### config.mk
export PLATFORM = sky130hd
export DESIGN_NAME = circular_queue_with_dump
export DESIGN_NICKNAME = d
export VERILOG_FILES = /design/src/design/cqd_pkg.sv /design/src/design/circular_queue_with_dump.sv
export VERILOG_INCLUDE_DIRS = /design/src /design/src/design
export SDC_FILE = /design/constraint.sdc
export NUM_CORES = 1
export LEC_CHECK = 0
export ABC_AREA = 1
export BUFFER_PORTS_ARGS = -buffer_cell sky130_fd_sc_hd__buf_4
export CELL_PAD_IN_SITES_DETAIL_PLACEMENT = 1
export CELL_PAD_IN_SITES_GLOBAL_PLACEMENT = 1
export CORE_ASPECT_RATIO = 1.1
export CORE_UTILIZATION = 32
export CTS_BUF_LIST = sky130_fd_sc_hd__clkbuf_16
export CTS_CLUSTER_DIAMETER = 200
export DETAILED_ROUTE_END_ITERATION = 7
export GPL_TIMING_DRIVEN = 0
export HOLD_SLACK_MARGIN = 0.12
export PLACE_DENSITY = 0.61
export SETUP_SLACK_MARGIN = 0.2
export SYNTH_ARGS = -nofsm -noshare
export SYNTH_HDL_FRONTEND = slang
export SYNTH_SLANG_ARGS = --single-unit
### constraint.sdc
create_clock -name clk -period 5.6 [get_ports clk]
set_clock_uncertainty 0.15 [all_clocks]
set_input_delay 1.12 -clock clk [delete_from_list [all_inputs] [get_ports clk]]
set_output_delay 1.12 -clock clk [all_outputs]
set_load 0.005 [all_outputs]
### src/design/circular_queue_with_dump_macros.svh
// ----------------------------------------------------------------------------
// Circular queue assertion macros
// Shared concurrent assertion forms, clocked on clk and disabled in reset.
// ----------------------------------------------------------------------------
`ifndef CIRCULAR_QUEUE_WITH_DUMP_MACROS_SVH
`define CIRCULAR_QUEUE_WITH_DUMP_MACROS_SVH

// The condition holds at every clock edge out of reset.
`define CQD_ASSERT_ALWAYS(label, cond, msg) \
    label: assert property (@(posedge clk) disable iff (!rst_n) (cond)) \
        else $error(msg);

// When the trigger holds, the check holds at the next clock edge.
`define CQD_ASSERT_NEXT(label, trig, check, msg) \
    label: assert property (@(posedge clk) disable iff (!rst_n) (trig) |=> (check)) \
        else $error(msg);

`endif

### src/design/cqd_pkg.sv
// ----------------------------------------------------------------------------
// Circular queue package
// Field widths, opcodes and status codes of the circular queue.
// ----------------------------------------------------------------------------
package cqd_pkg;

    localparam int WORD_W    = 32;
    localparam int OPCODE_W  = 2;
    localparam int STATUS_W  = 2;
    localparam int FILL_W    = 4;
    localparam int S_TDATA_W = 32;
    localparam int M_TDATA_W = 40;

    typedef logic signed [WORD_W-1:0] word_t;
    typedef logic [OPCODE_W-1:0]      opcode_t;
    typedef logic [STATUS_W-1:0]      status_t;
    typedef logic [FILL_W-1:0]        fill_t;

    // Operation selectors carried on the input tuser.
    localparam opcode_t OP_ENQ  = 2'd0;
    localparam opcode_t OP_DEQ  = 2'd1;
    localparam opcode_t OP_DISP = 2'd2;

    // Result status codes carried on the output tuser.
    localparam status_t ST_OK    = 2'd0;
    localparam status_t ST_OVER  = 2'd1;
    localparam status_t ST_UNDER = 2'd2;
    localparam status_t ST_EMPTY = 2'd3;

endpackage

### src/design/circular_queue_with_dump.sv
// An enqueue or any error result is valid in the cycle after acceptance;
// a dequeue or the first displayed word passes through S_READ and the ring
// read register before S_OUT, and so does each further displayed word after
// the previous one is taken. A new word is accepted in the cycle after the
// final result is taken, so an output stall also holds off the next item.
// Reset clears the pointers, count and sequencer; the ring contents are kept.
// ----------------------------------------------------------------------------
// Circular queue with dump
// Ring-buffer queue of DEPTH signed words with enqueue, dequeue and a listing
// of all stored words, driven by a small sequencer over one ring read port.
// ----------------------------------------------------------------------------
`include "circular_queue_with_dump_macros.svh"

module circular_queue_with_dump #(
    parameter int DEPTH = 8
) (
    input  logic                           clk,
    input  logic                           rst_n,
    // Input stream.
    input  logic                           s_tvalid,
    output logic                           s_tready,
    input  logic [cqd_pkg::S_TDATA_W-1:0]  s_tdata,   // [31:0] push_value
    input  logic [cqd_pkg::OPCODE_W-1:0]   s_tuser,   // [1:0] opcode
    // Result stream.
    output logic                           m_tvalid,
    input  logic                           m_tready,
    output logic [cqd_pkg::M_TDATA_W-1:0]  m_tdata,   // [31:0] word, [35:32] fill_level
    output logic [cqd_pkg::STATUS_W-1:0]   m_tuser,   // [1:0] status
    output logic                           m_tlast
);

    localparam int PTR_W = $clog2(DEPTH);
    localparam int CNT_W = $clog2(DEPTH + 1);

    typedef logic [PTR_W-1:0] ptr_t;
    typedef logic [CNT_W-1:0] cnt_t;

    typedef enum logic [1:0] {
        S_IDLE,
        S_READ,
        S_OUT
    } state_t;

    // Ring storage and its registered read port.
    cqd_pkg::word_t ring [DEPTH];
    cqd_pkg::word_t rd_data_reg;

    state_t         state_reg, state_next;
    ptr_t           head_reg, head_next;
    ptr_t           tail_reg, tail_next;
    ptr_t           scan_reg, scan_next;
    cnt_t           count_reg, count_next;
    cnt_t           remain_reg, remain_next;
    logic           disp_reg, disp_next;
    cqd_pkg::status_t out_status_reg, out_status_next;
    cqd_pkg::word_t   out_word_reg, out_word_next;
    logic             out_last_reg, out_last_next;
    cqd_pkg::fill_t   out_fill_reg, out_fill_next;

    logic           mem_we;
    logic           mem_re;
    ptr_t           mem_raddr;
    logic           s_fire;
    logic           empty;
    logic           full;

    // Advance a ring pointer with wrap from the last entry to the first.
    function automatic ptr_t wrap_next(input ptr_t p);
        return (p == PTR_W'(DEPTH - 1)) ? '0 : ptr_t'(p + 1'b1);
    endfunction

    // Reported fill level keeps only the low bits of the count.
    function automatic cqd_pkg::fill_t fill_of(input cnt_t c);
        logic [CNT_W+cqd_pkg::FILL_W-1:0] ext;
        ext = {{cqd_pkg::FILL_W{1'b0}}, c};
        return ext[cqd_pkg::FILL_W-1:0];
    endfunction

    assign s_fire = s_tvalid && s_tready;
    assign empty  = (count_reg == '0);
    assign full   = (count_reg == CNT_W'(DEPTH));

    // Sequencer next-state and result register loading.
    always_comb
    begin
        state_next      = state_reg;
        head_next       = head_reg;
        tail_next       = tail_reg;
        scan_next       = scan_reg;
        count_next      = count_reg;
        remain_next     = remain_reg;
        disp_next       = disp_reg;
        out_status_next = out_status_reg;
        out_word_next   = out_word_reg;
        out_last_next   = out_last_reg;
        out_fill_next   = out_fill_reg;
        mem_we          = 1'b0;
        mem_re          = 1'b0;
        mem_raddr       = head_reg;

        case (state_reg)
            S_IDLE:
            begin
                if (s_fire)
                begin
                    disp_next     = 1'b0;
                    out_last_next = 1'b1;
                    out_word_next = '0;
                    out_fill_next = fill_of(count_reg);
                    case (s_tuser)
                        cqd_pkg::OP_ENQ:
                        begin
                            if (full)
                            begin
                                out_status_next = cqd_pkg::ST_OVER;
                            end
                            else
                            begin
                                mem_we          = 1'b1;
                                tail_next       = wrap_next(tail_reg);
                                count_next      = cnt_t'(count_reg + 1'b1);
                                out_status_next = cqd_pkg::ST_OK;
                                out_word_next   = s_tdata;
                                out_fill_next   = fill_of(cnt_t'(count_reg + 1'b1));
                            end
                            state_next = S_OUT;
                        end
                        cqd_pkg::OP_DEQ:
                        begin
                            if (empty)
                            begin
                                out_status_next = cqd_pkg::ST_UNDER;
                                state_next      = S_OUT;
                            end
                            else
                            begin
                                mem_re        = 1'b1;
                                head_next     = wrap_next(head_reg);
                                count_next    = cnt_t'(count_reg - 1'b1);
                                out_fill_next = fill_of(cnt_t'(count_reg - 1'b1));
                                state_next    = S_READ;
                            end
                        end
                        cqd_pkg::OP_DISP:
                        begin
                            if (empty)
                            begin
                                out_status_next = cqd_pkg::ST_EMPTY;
                                state_next      = S_OUT;
                            end
                            else
                            begin
                                mem_re      = 1'b1;
                                scan_next   = wrap_next(head_reg);
                                remain_next = count_reg;
                                disp_next   = 1'b1;
                                state_next  = S_READ;
                            end
                        end
                        default:
                        begin
                            // An unused opcode is dropped without a result.
                            state_next = S_IDLE;
                        end
                    endcase
                end
            end
            S_READ:
            begin
                out_status_next = cqd_pkg::ST_OK;
                out_word_next   = rd_data_reg;
                out_last_next   = !disp_reg || (remain_reg == cnt_t'(1));
                state_next      = S_OUT;
            end
            S_OUT:
            begin
                if (m_tready)
                begin
                    if (disp_reg && (remain_reg != cnt_t'(1)))
                    begin
                        // Fetch the next word of the listing.
                        mem_re      = 1'b1;
                        mem_raddr   = scan_reg;
                        scan_next   = wrap_next(scan_reg);
                        remain_next = cnt_t'(remain_reg - 1'b1);
                        state_next  = S_READ;
                    end
                    else
                    begin
                        state_next = S_IDLE;
                    end
                end
            end
            default:
            begin
                state_next = S_IDLE;
            end
        endcase
    end

    // State, pointers and result registers.
    always_ff @(posedge clk or negedge rst_n)
    begin
        if (!rst_n)
        begin
            state_reg      <= S_IDLE;
            head_reg       <= '0;
            tail_reg       <= '0;
            scan_reg       <= '0;
            count_reg      <= '0;
            remain_reg     <= '0;
            disp_reg       <= 1'b0;
            out_status_reg <= cqd_pkg::ST_OK;
            out_last_reg   <= 1'b0;
            out_fill_reg   <= '0;
        end
        else
        begin
            state_reg      <= state_next;
            head_reg       <= head_next;
            tail_reg       <= tail_next;
            scan_reg       <= scan_next;
            count_reg      <= count_next;
            remain_reg     <= remain_next;
            disp_reg       <= disp_next;
            out_status_reg <= out_status_next;
            out_last_reg   <= out_last_next;
            out_fill_reg   <= out_fill_next;
        end
    end

    // The result word is payload and needs no reset.
    always_ff @(posedge clk)
    begin
        out_word_reg <= out_word_next;
    end

    // Ring storage: one write and one registered read per cycle.
    always_ff @(posedge clk)
    begin
        if (mem_we)
        begin
            ring[tail_reg] <= s_tdata;
        end
        if (mem_re)
        begin
            rd_data_reg <= ring[mem_raddr];
        end
    end

    // Port drive.
    assign s_tready = (state_reg == S_IDLE);
    assign m_tvalid = (state_reg == S_OUT);
    assign m_tuser  = out_status_reg;
    assign m_tlast  = out_last_reg;
    assign m_tdata  = {{(cqd_pkg::M_TDATA_W - cqd_pkg::WORD_W - cqd_pkg::FILL_W){1'b0}},
                       out_fill_reg, out_word_reg};

    // Assertions.
    `CQD_ASSERT_ALWAYS(a_count_bound, count_reg <= CNT_W'(DEPTH), "count exceeds depth")
    `CQD_ASSERT_ALWAYS(a_one_side, !(s_tready && m_tvalid), "input taken while a result waits")
    `CQD_ASSERT_ALWAYS(a_err_word_zero,
        !m_tvalid || (m_tuser == cqd_pkg::ST_OK) || ((out_word_reg == '0) && m_tlast),
        "error result carries a word or is not last")
    `CQD_ASSERT_NEXT(a_enq_count,
        s_fire && (s_tuser == cqd_pkg::OP_ENQ) && !full,
        count_reg == cnt_t'($past(count_reg) + 1'b1), "enqueue did not raise the count")
    `CQD_ASSERT_NEXT(a_deq_count,
        s_fire && (s_tuser == cqd_pkg::OP_DEQ) && !empty,
        count_reg == cnt_t'($past(count_reg) - 1'b1), "dequeue did not lower the count")

endmodule
==> results of run 1 <==
per-layer routing:
| metal | global-route usage, % | part of all wire [%] |
|---|---|---|
| met1 | 22.0 | 44 |
| met2 | 31.1 | 51 |
| met3 | 2.22 | 3.2 |
| met4 | 5.02 | 2.3 |
| met5 | 0 | 0 |
layout make-up:
class	instances	area share, %
clock buffers	37	5.12
inverters	259	5.37
well taps	637	4.40
plain buffers	71	2.30
repair buffers	93	4.59
multi-input cells	788	20.9
clock inverters	29	1.02
flip-flops and latches	343	56.3
worst paths after layout:
path                            cells after the start               to            start
min in group clk                                    2       m_tuser[1]       m_tuser[1]
max in group asynchronous                           1      scan_reg[0]            rst_n
worst max-delay path                               11      ring[7][18]       s_tuser[0]
worst min register to register                      2       m_tuser[1]       m_tuser[1]
worst min-delay path                                1  out_fill_reg[2]            rst_n
worst max register to register                      8      ring[7][18]  out_fill_reg[2]
worst register-to-register path, stage by stage, from the launching register on:
cell	delay, ns
sky130_fd_sc_hd__dfrtp_1	0.45
sky130_fd_sc_hd__inv_1	0.11
sky130_fd_sc_hd__a31oi_1	0.78
sky130_fd_sc_hd__nand2_1	0.23
sky130_fd_sc_hd__inv_1	0.20
sky130_fd_sc_hd__nand2_1	0.26
sky130_fd_sc_hd__nor3_2	0.46
sky130_fd_sc_hd__buf_6	0.25
sky130_fd_sc_hd__buf_6	0.19
per-stage QoR:
stage,instances,utilization (%),total power [mW]
floorplan,1461,-,5.17
global placement,2176,35.5,6.22
detailed placement,2191,36.2,6.34
CTS,2257,38.6,8.67
global route,2257,38.6,9.10
finish,2257,38.6,8.54
power by group through the flow:
stage / Clock (mW) / Combinational, mW / Sequential, mW
floorplan: 0 / 1.77 / 3.41
global placement: 0 / 2.79 / 3.43
detailed placement: 0 / 2.93 / 3.41
CTS: 2.35 / 2.95 / 3.36
global route: 2.44 / 3.27 / 3.39
finish: 2.29 / 2.88 / 3.36
cell families after synthesis:
family,count (synthesis)
flip-flops,343
XOR/XNOR,5
AND/OR/NAND/NOR,725
buffers and inverters,330
other,1
adder cells (fa/ha/maj),15
AO/OA/AOI/OAI,39
layout by cell type, fill, tap and decap left out, types with 2 or more instances in the layout:
| cell type | netlist | final |
|---|---|---|
| sky130_fd_sc_hd__a21oi_1 | 2 | 2 |
| sky130_fd_sc_hd__buf_1 | 6 | 6 |
| sky130_fd_sc_hd__buf_12 | 0 | 6 |
| sky130_fd_sc_hd__buf_2 | 29 | 29 |
| sky130_fd_sc_hd__buf_4 | 6 | 84 |
| sky130_fd_sc_hd__buf_6 | 12 | 18 |
| sky130_fd_sc_hd__buf_8 | 0 | 2 |
| sky130_fd_sc_hd__bufinv_16 | 0 | 2 |
| sky130_fd_sc_hd__clkbuf_1 | 18 | 18 |
| sky130_fd_sc_hd__clkbuf_16 | 0 | 37 |
| sky130_fd_sc_hd__clkinv_1 | 2 | 10 |
| sky130_fd_sc_hd__clkinv_2 | 0 | 5 |
| sky130_fd_sc_hd__clkinvlp_4 | 0 | 2 |
| sky130_fd_sc_hd__conb_1 | 1 | 4 |
| sky130_fd_sc_hd__dfrtp_1 | 23 | 23 |
| sky130_fd_sc_hd__edfxtp_1 | 320 | 320 |
| sky130_fd_sc_hd__ha_1 | 14 | 14 |
| sky130_fd_sc_hd__inv_1 | 255 | 265 |
| sky130_fd_sc_hd__inv_2 | 2 | 2 |
| sky130_fd_sc_hd__inv_6 | 0 | 2 |
| sky130_fd_sc_hd__nand2_1 | 395 | 394 |
| sky130_fd_sc_hd__nand2_2 | 3 | 4 |
| sky130_fd_sc_hd__nand3_1 | 262 | 262 |
| sky130_fd_sc_hd__nand3b_1 | 32 | 32 |
| sky130_fd_sc_hd__nand4_1 | 3 | 3 |
| sky130_fd_sc_hd__nor2_1 | 21 | 15 |
| sky130_fd_sc_hd__nor2_4 | 1 | 7 |
| sky130_fd_sc_hd__nor3_1 | 4 | 2 |
| sky130_fd_sc_hd__nor3_2 | 0 | 2 |
| sky130_fd_sc_hd__o211ai_1 | 5 | 5 |
| sky130_fd_sc_hd__o21ai_0 | 21 | 21 |
| sky130_fd_sc_hd__o22ai_1 | 2 | 2 |
| sky130_fd_sc_hd__o31ai_1 | 4 | 3 |
| sky130_fd_sc_hd__xor2_1 | 4 | 4 |
==> results summary, run 1 <==
The flow ran to the end, and the final reports show no timing, DRC or antenna violations. The number of gates given a new drive strength after cts came out at 0. Before CTS, the worst setup slack after placement is 1.14 ns. The die outline height came out at 231 µm. The effective utilization at floorplan is 32.5%. The internal power of the cells totals 5.48 mW.

The required time reported for the critical path endpoint is 5.68 ns. The combinational family with the most area after synthesis is simple AND/OR/NAND/NOR gates. The hold violation total from the final report is 0.

The buffers plus inverters on the worst setup path came out at 6. The ratio of cells with drive above 1 in the final layout is 12.9%. Compared with the post-synthesis result, the final layout area differs by 18.5%. The cell accounting for the most synthesized area is sky130_fd_sc_hd__edfxtp_1. The switching power of the nets is 3.06 mW. Summed over all layers, the global routing overflow is 0.

The cell area power density is 472 nW/µm². In the post-synthesis netlist, the biggest area contributors are sky130_fd_sc_hd__edfxtp_1 (63%), sky130_fd_sc_hd__nand2_1 (9.7%), sky130_fd_sc_hd__nand3_1 (8.6%). With fillers left out, the area of the finished cells amounts to 18100 µm².

After floorplanning, the core was divided into 83 placement rows. The number of buffers between clock root and the deepest sink came out at 3. The total of warnings raised by yosys came out at 0. The cell that appears most often on the critical path is sky130_fd_sc_hd__inv_1. At the later pin of the worst-skew pair, clock insertion delay measures 0.53 ns. The async set-reset flop share out of synthesis is 6.71%. Per report_power, the sequential group accounts for 39.4% of the total.

The wire length of the first global-routing pass came out at 64200 µm. The worst slew margin relative to its limit came out at 31.2%. The number of flip-flops in the largest register is ~260. The post-detailed-placement half-perimeter wirelength is ~28000 µm. The final number of setup-violating endpoints is 0. The initial antenna violation count came out at 0. Traced cell by cell, the critical path runs through buf_4, inv_1, ha_1, inv_1, a31oi_1, nand2_1, inv_1, nand2_1, nor3_2, buf_6, buf_6. The width of the die came out at between 200 and 250 µm. The data arrival time of the worst path came out at between 3 and 4 ns. The worst setup path is launched from an input port. The via count of the first global-routing pass came out at 11.0k. The worst-case vdd ir drop is 164 µV. The count of antenna diodes in the layout came out at 0. The post-synthesis xor/xnor area fraction is 0.287%. Summing all flip-flop and latch instances after layout gives a little over 10000 µm². The I/O pin total is 83.

The area of the multi-input gates came out at 3790 µm². The transition at the pin with the smallest max-transition slack came out at 1.03 ns. In this run, post-CTS hold repair placed 0 buffers. The slack of the critical path is 1.77 ns. The largest net degree at the start of global routing came out at 27. STA classifies the critical path endpoint as a flop. The fraction of post-synthesis cell area in the top cell type by area is 62.9%. The distinct cell type count after synthesis is 37. The total via count in the routed design came out at 10.4k. The fraction of the mapped netlist area in compound gates came out at 1.56%. The internal reg-to-reg setup slack is 2.23 ns.

The count of buffers inserted at the top-level ports is 78. The final routed wirelength across all metal layers is 41300 µm. In the synthesized netlist the dominant register cell turns out to be sky130_fd_sc_hd__edfxtp_1. The portion of netlist area occupied by mux cells came out at 0%. The combinational share of power is 33.8%. The H-tree generated during clock tree synthesis spans 2 levels. The min-delay analysis places its worst path in the category input port to asynchronous set/reset pin. The post-route clock period utilization came out at 68.4%. The total of max-cap violations came out at 0.

Adding up every negative setup slack in the final design gives 0 ns. Of the synthesized area, sequential elements account for 66.7%. The final critical delay including setup and external delays came out at about 3.8 ns. The average wire per cell in the routed design is 18.3 µm.

The stage delay of the slowest cell on the critical path is 0.75 ns. Sorting the synthesized cells by how often they occur yields sky130_fd_sc_hd__nand2_1 (395), sky130_fd_sc_hd__edfxtp_1 (320), sky130_fd_sc_hd__nand3_1 (262). The clock buffer count from CTS is 37. The family with the most delay on the worst path is simple AND/OR/NAND/NOR gates. The library cell used as clock root buffer is sky130_fd_sc_hd__clkbuf_16. The maximum fanout along the worst path came out at 11. The share of total power dissipated in the clock network is 26.9%. The die area came out at 48600 µm². The switching portion of total power is 35.8%. In this run the static leakage power is 7.87 nW. The global placement routability congestion is slightly below 0.8. The synthesized-area fraction occupied by adder cells is between 1 and 1.5%.

For this design, the slowest cell found on the critical path is sky130_fd_sc_hd__a31oi_1. The clock-pin slew on the worst setup and hold paths came out at 0.06 ns. Derived from the worst setup path, the maximum achievable clock frequency is around 260 MHz. Across every metal layer, demand over resource in global routing totals 17.4%.

In this run, synthesis produced a sequential element count of ~340. The area share of and/or/nand/nor cells after synthesis is 21.1%. The placeable core region came out at 46900 µm².

Counting every sink on the clock net gives ~340. The number of filler cells placed in the layout came out at 5292. After the first detailed-routing iteration, the DRC count stood at 537.

The post-layout net count came out at 1646. The worst hold-check slack came out at ~0.35 ns. The buffers inserted during post-CTS setup optimization is 0. The per-cell via count in the routed design is between 4 and 5. The max-slew violation count was 0. The critical path in this run is classified as input port to flop.

TritonCTS built the clock tree. The post-synth design cell area came out at between 15000 and 20000 µm². The residual antenna-violating net count after detailed routing is 0. The number of enable-type register cells in the synthesized netlist came out at 320.

After detailed routing, the number of remaining DRC violations is 0. The gate count of the mapped netlist came out at 1458. The cell area reported after detailed placement came out at 17000 µm². The first detailed-routing pass ran for 4 iterations. Setup repair after global routing left no endpoint under its margin. Yosys instantiated no cell more often than sky130_fd_sc_hd__nand2_1. The synthesized area per cell came out at 10.5 µm².
Note: power is estimated with default switching activity, not from simulation.
==> run 2, diff against run 1 <==
==> constraint.sdc (replaced) <==
create_clock -name clk -period 3.6 [get_ports clk]
set_clock_uncertainty 0.15 [all_clocks]
set_input_delay 0.72 -clock clk [delete_from_list [all_inputs] [get_ports clk]]
set_output_delay 0.72 -clock clk [all_outputs]
set_load 0.005 [all_outputs]
==> results summary, run 2 (synthesized netlist as in run 1, its figures left out) <==
The path type of the worst setup path is input port to flop. The max-slew violation count is 0 (unchanged). The post-route standard cell area excluding fillers came out at 18200 µm² (+0.46%). The final number of setup-violating endpoints came out at 0 (unchanged).

The ratio of cells with drive above 1 in the final layout came to 13.1% (+0.15 points). The post-route clock period utilization is 87.6%. The clock buffer count from CTS came to 39 (+5.4%). The maximum fanout along the worst path is 15 (+4). The deepest level of the CTS H-tree is 2 (unchanged). The wire length of the first global-routing pass came out at 64400 µm (+0.19%).

The worst hold-check slack came out at 0.261 ns (-0.0840 ns). The number of remaining DRC errors is 0 (unchanged). The CTS sink count was 343 (unchanged). The CTS tree is built.

The post-detailed-placement half-perimeter wirelength is 27900 µm (-0.31%). The cell row count was 83 (unchanged). The width of the die came out at 210 µm (unchanged).

The die outline height is 231 µm (unchanged). The flow ran to the end, and the final reports show no timing, DRC or antenna violations. The cell leakage power came to 7.91 nW (+0.55%). The die area came out at 48600 µm² (unchanged). The cell area power density is 736 nW/µm² (+56%).

The transition at the pin with the smallest max-transition slack is 0.815 ns (-0.213 ns). The internal reg-to-reg setup slack came out at 0.46 ns (-1.77 ns). The most common library cell in the layout ignoring fill and taps is sky130_fd_sc_hd__nand2_1. The worst setup path is captured at a flop. The DRC marker count from the first detailed-route iteration is 460 (-14%). The path class of the tightest hold or removal check is input port to flop.

The startpoint type of the worst setup path is an input port. The number of flip-flops in the largest register is 256 (unchanged). The required time reported for the critical path endpoint came out at 3.68 ns (-2.00 ns). The via count of the first global-routing pass is 11.1k (+0.72%). The slack of the critical path came out at 0.447 ns (-1.33 ns). The number of filler cells placed in the layout came out at 5273 (-0.36%).

The average wire per cell in the routed design came out at 18.5 µm (+0.99%). The post-layout net count is 1648 (+0.12%). The cell depth of the worst hold path came out at 2. The worst-case vdd ir drop is 283 µV (+72%).

The library cell used as clock root buffer is sky130_fd_sc_hd__clkbuf_16. The relative area change from synthesis to final layout is 19.0%. The worst reg2reg path depth was 7 (-1).

The total via count in the routed design is 10.5k (+1.5%). The iteration count of the initial detailed-routing pass is 5 (+1). The total of max-cap violations came out at 0 (unchanged). Walking the worst path, the cells encountered are buf_4, inv_1, ha_1, inv_1, a31oi_2, nand2_1, inv_1, nand2_1, nor3_4, buf_8. The largest net degree at the start of global routing came out at 26 (-3.7%). The clock-pin slew on the worst setup and hold paths is 0.05 ns (about the same). The area of the multi-input gates came out at 3810 µm² (+0.50%). The worst hold path terminates at state_reg[1]. Derived from the worst setup path, the maximum achievable clock frequency is 317 MHz. The worst hold path begins at m_tready.

The top cell types in the final layout, fill and taps aside, are sky130_fd_sc_hd__nand2_1 (394), sky130_fd_sc_hd__edfxtp_1 (320), sky130_fd_sc_hd__inv_1 (266). The I/O pin total is 83 (unchanged). The worst register-to-register path begins at out_fill_reg[2]. Among the stages of the critical path, the cell type that occurs most often is sky130_fd_sc_hd__inv_1. The cell area reported after detailed placement was 17000 µm² (+0.13%).

The global-route usage over all layers came out at 17.5% (+0.11 points). The data arrival time of the worst path is 3.24 ns (-0.67 ns). The latest clock arrival within the worst-skew pair came out at 0.55 ns (+0.02 ns). The number of buffers between clock root and the deepest sink came out at 3 (unchanged). The hold violation total from the final report came out at 0 (unchanged). The placeable core region came out at 46900 µm² (unchanged).

For this design, the slowest cell found on the critical path is sky130_fd_sc_hd__nor3_4. The setup total negative slack is 0 ns (unchanged). The initial antenna violation count came to 0 (unchanged). In this run the critical register-to-register path is captured at ring[7][17].

The stage delay of the slowest cell on the critical path is 0.61 ns (-0.14 ns). The final critical delay including setup and external delays came out at 3.15 ns. The per-cell via count in the routed design is 4.65 (+1.3%). The total global routing overflow came out at 0 (unchanged). The effective utilization at floorplan came out at 32.5% (unchanged). The minimum setup slack after placement came to -0.570 ns (-1.71 ns). The count of buffers inserted at the top-level ports was 78 (unchanged). The worst slew margin relative to its limit came out at 45.7% (+14 points).

The family with the most delay on the worst path is simple AND/OR/NAND/NOR gates. The buffers plus inverters on the worst setup path is 5 (-1). The count of antenna diodes in the layout came out at 0 (unchanged). The global placement routability congestion came out at 0.756 (-2.4%). The residual antenna-violating net count after detailed routing was 0 (unchanged). Setup repair after global routing left no endpoint under its margin. The final routed wirelength across all metal layers came out at 41800 µm (+1.2%). The area of all sequential standard cells is 10200 µm² (unchanged).
==> run 2: cell types whose count changed in the layout (fill, tap and decap cells not counted), sizes merged <==
cell | previous run | this run
clkinv | 15 | 16
clkbuf | 55 | 57
buf | 146 | 145
dlygate4sd3 | 0 | 1
bufinv | 2 | 1
inv | 269 | 271
==> run 2: worst max path at each step <==
stage                     slack (ns)       startpoint           to  depth (start not counted)
after CTS                       0.30  out_fill_reg[2]  ring[6][12]                          7
after global routing            0.27     state_reg[1]  ring[7][17]                          8
final                           0.45       s_tuser[0]  ring[7][17]                         10
after detailed placement       -0.57       s_tuser[0]  ring[6][11]                         10
after global placement         -2.15       s_tuser[0]  ring[2][16]                          8
after floorplan                -0.07       s_tuser[0]   ring[0][0]                          7
==> run 2: area by class of cell <==
cell class | count | share of cell area, %
Timing Repair Buffer | 93 | 4.72
Inverter | 259 | 5.35
Buffer | 71 | 2.28
Tap cell | 637 | 4.38
Clock buffer | 39 | 5.37
Multi-Input combinational cell | 788 | 20.9
Sequential cell | 343 | 56.0
Clock inverter | 31 | 0.950
==> run 2: routing by layer <==
layer  track usage, %  vias up  part of all wire [%]
met3             2.63       76                   3.6
met2             30.9      180                    50
met4             5.36        0                   2.7
li1                 -     5065                     -
met5                0        -                     0
met1             22.1     5197                    44
==> run 2: metrics by stage <==
step	utilization, %	cells	total power [mW]
3_3_place_gp	35.6	2176	9.71
4_1_cts	38.7	2260	13.6
5_1_grt	38.7	2261	14.2
2_1_floorplan	-	1461	8.06
6_report	38.7	2261	13.4
3_5_place_dp	36.2	2189	9.91
==> run 2: power by group <==
| group | total (mW) | switching [mW] | internal [mW] |
|---|---|---|---|
| Sequential | 5.23 | 0.213 | 5.02 |
| Clock | 3.62 | 1.58 | 2.04 |
| Combinational | 4.52 | 3.02 | 1.51 |
==> run 2: timing repair <==
item | 4_1_cts | 5_1_grt
hold buffers | 1 | 0
pin swaps | 0 | 1
endpoints found under the setup margin | 47 | 12
setup buffers | 0 | 1
resized for setup | 1 | 0
endpoints found under the hold margin | 23 | 0
cloned | 0 | 0
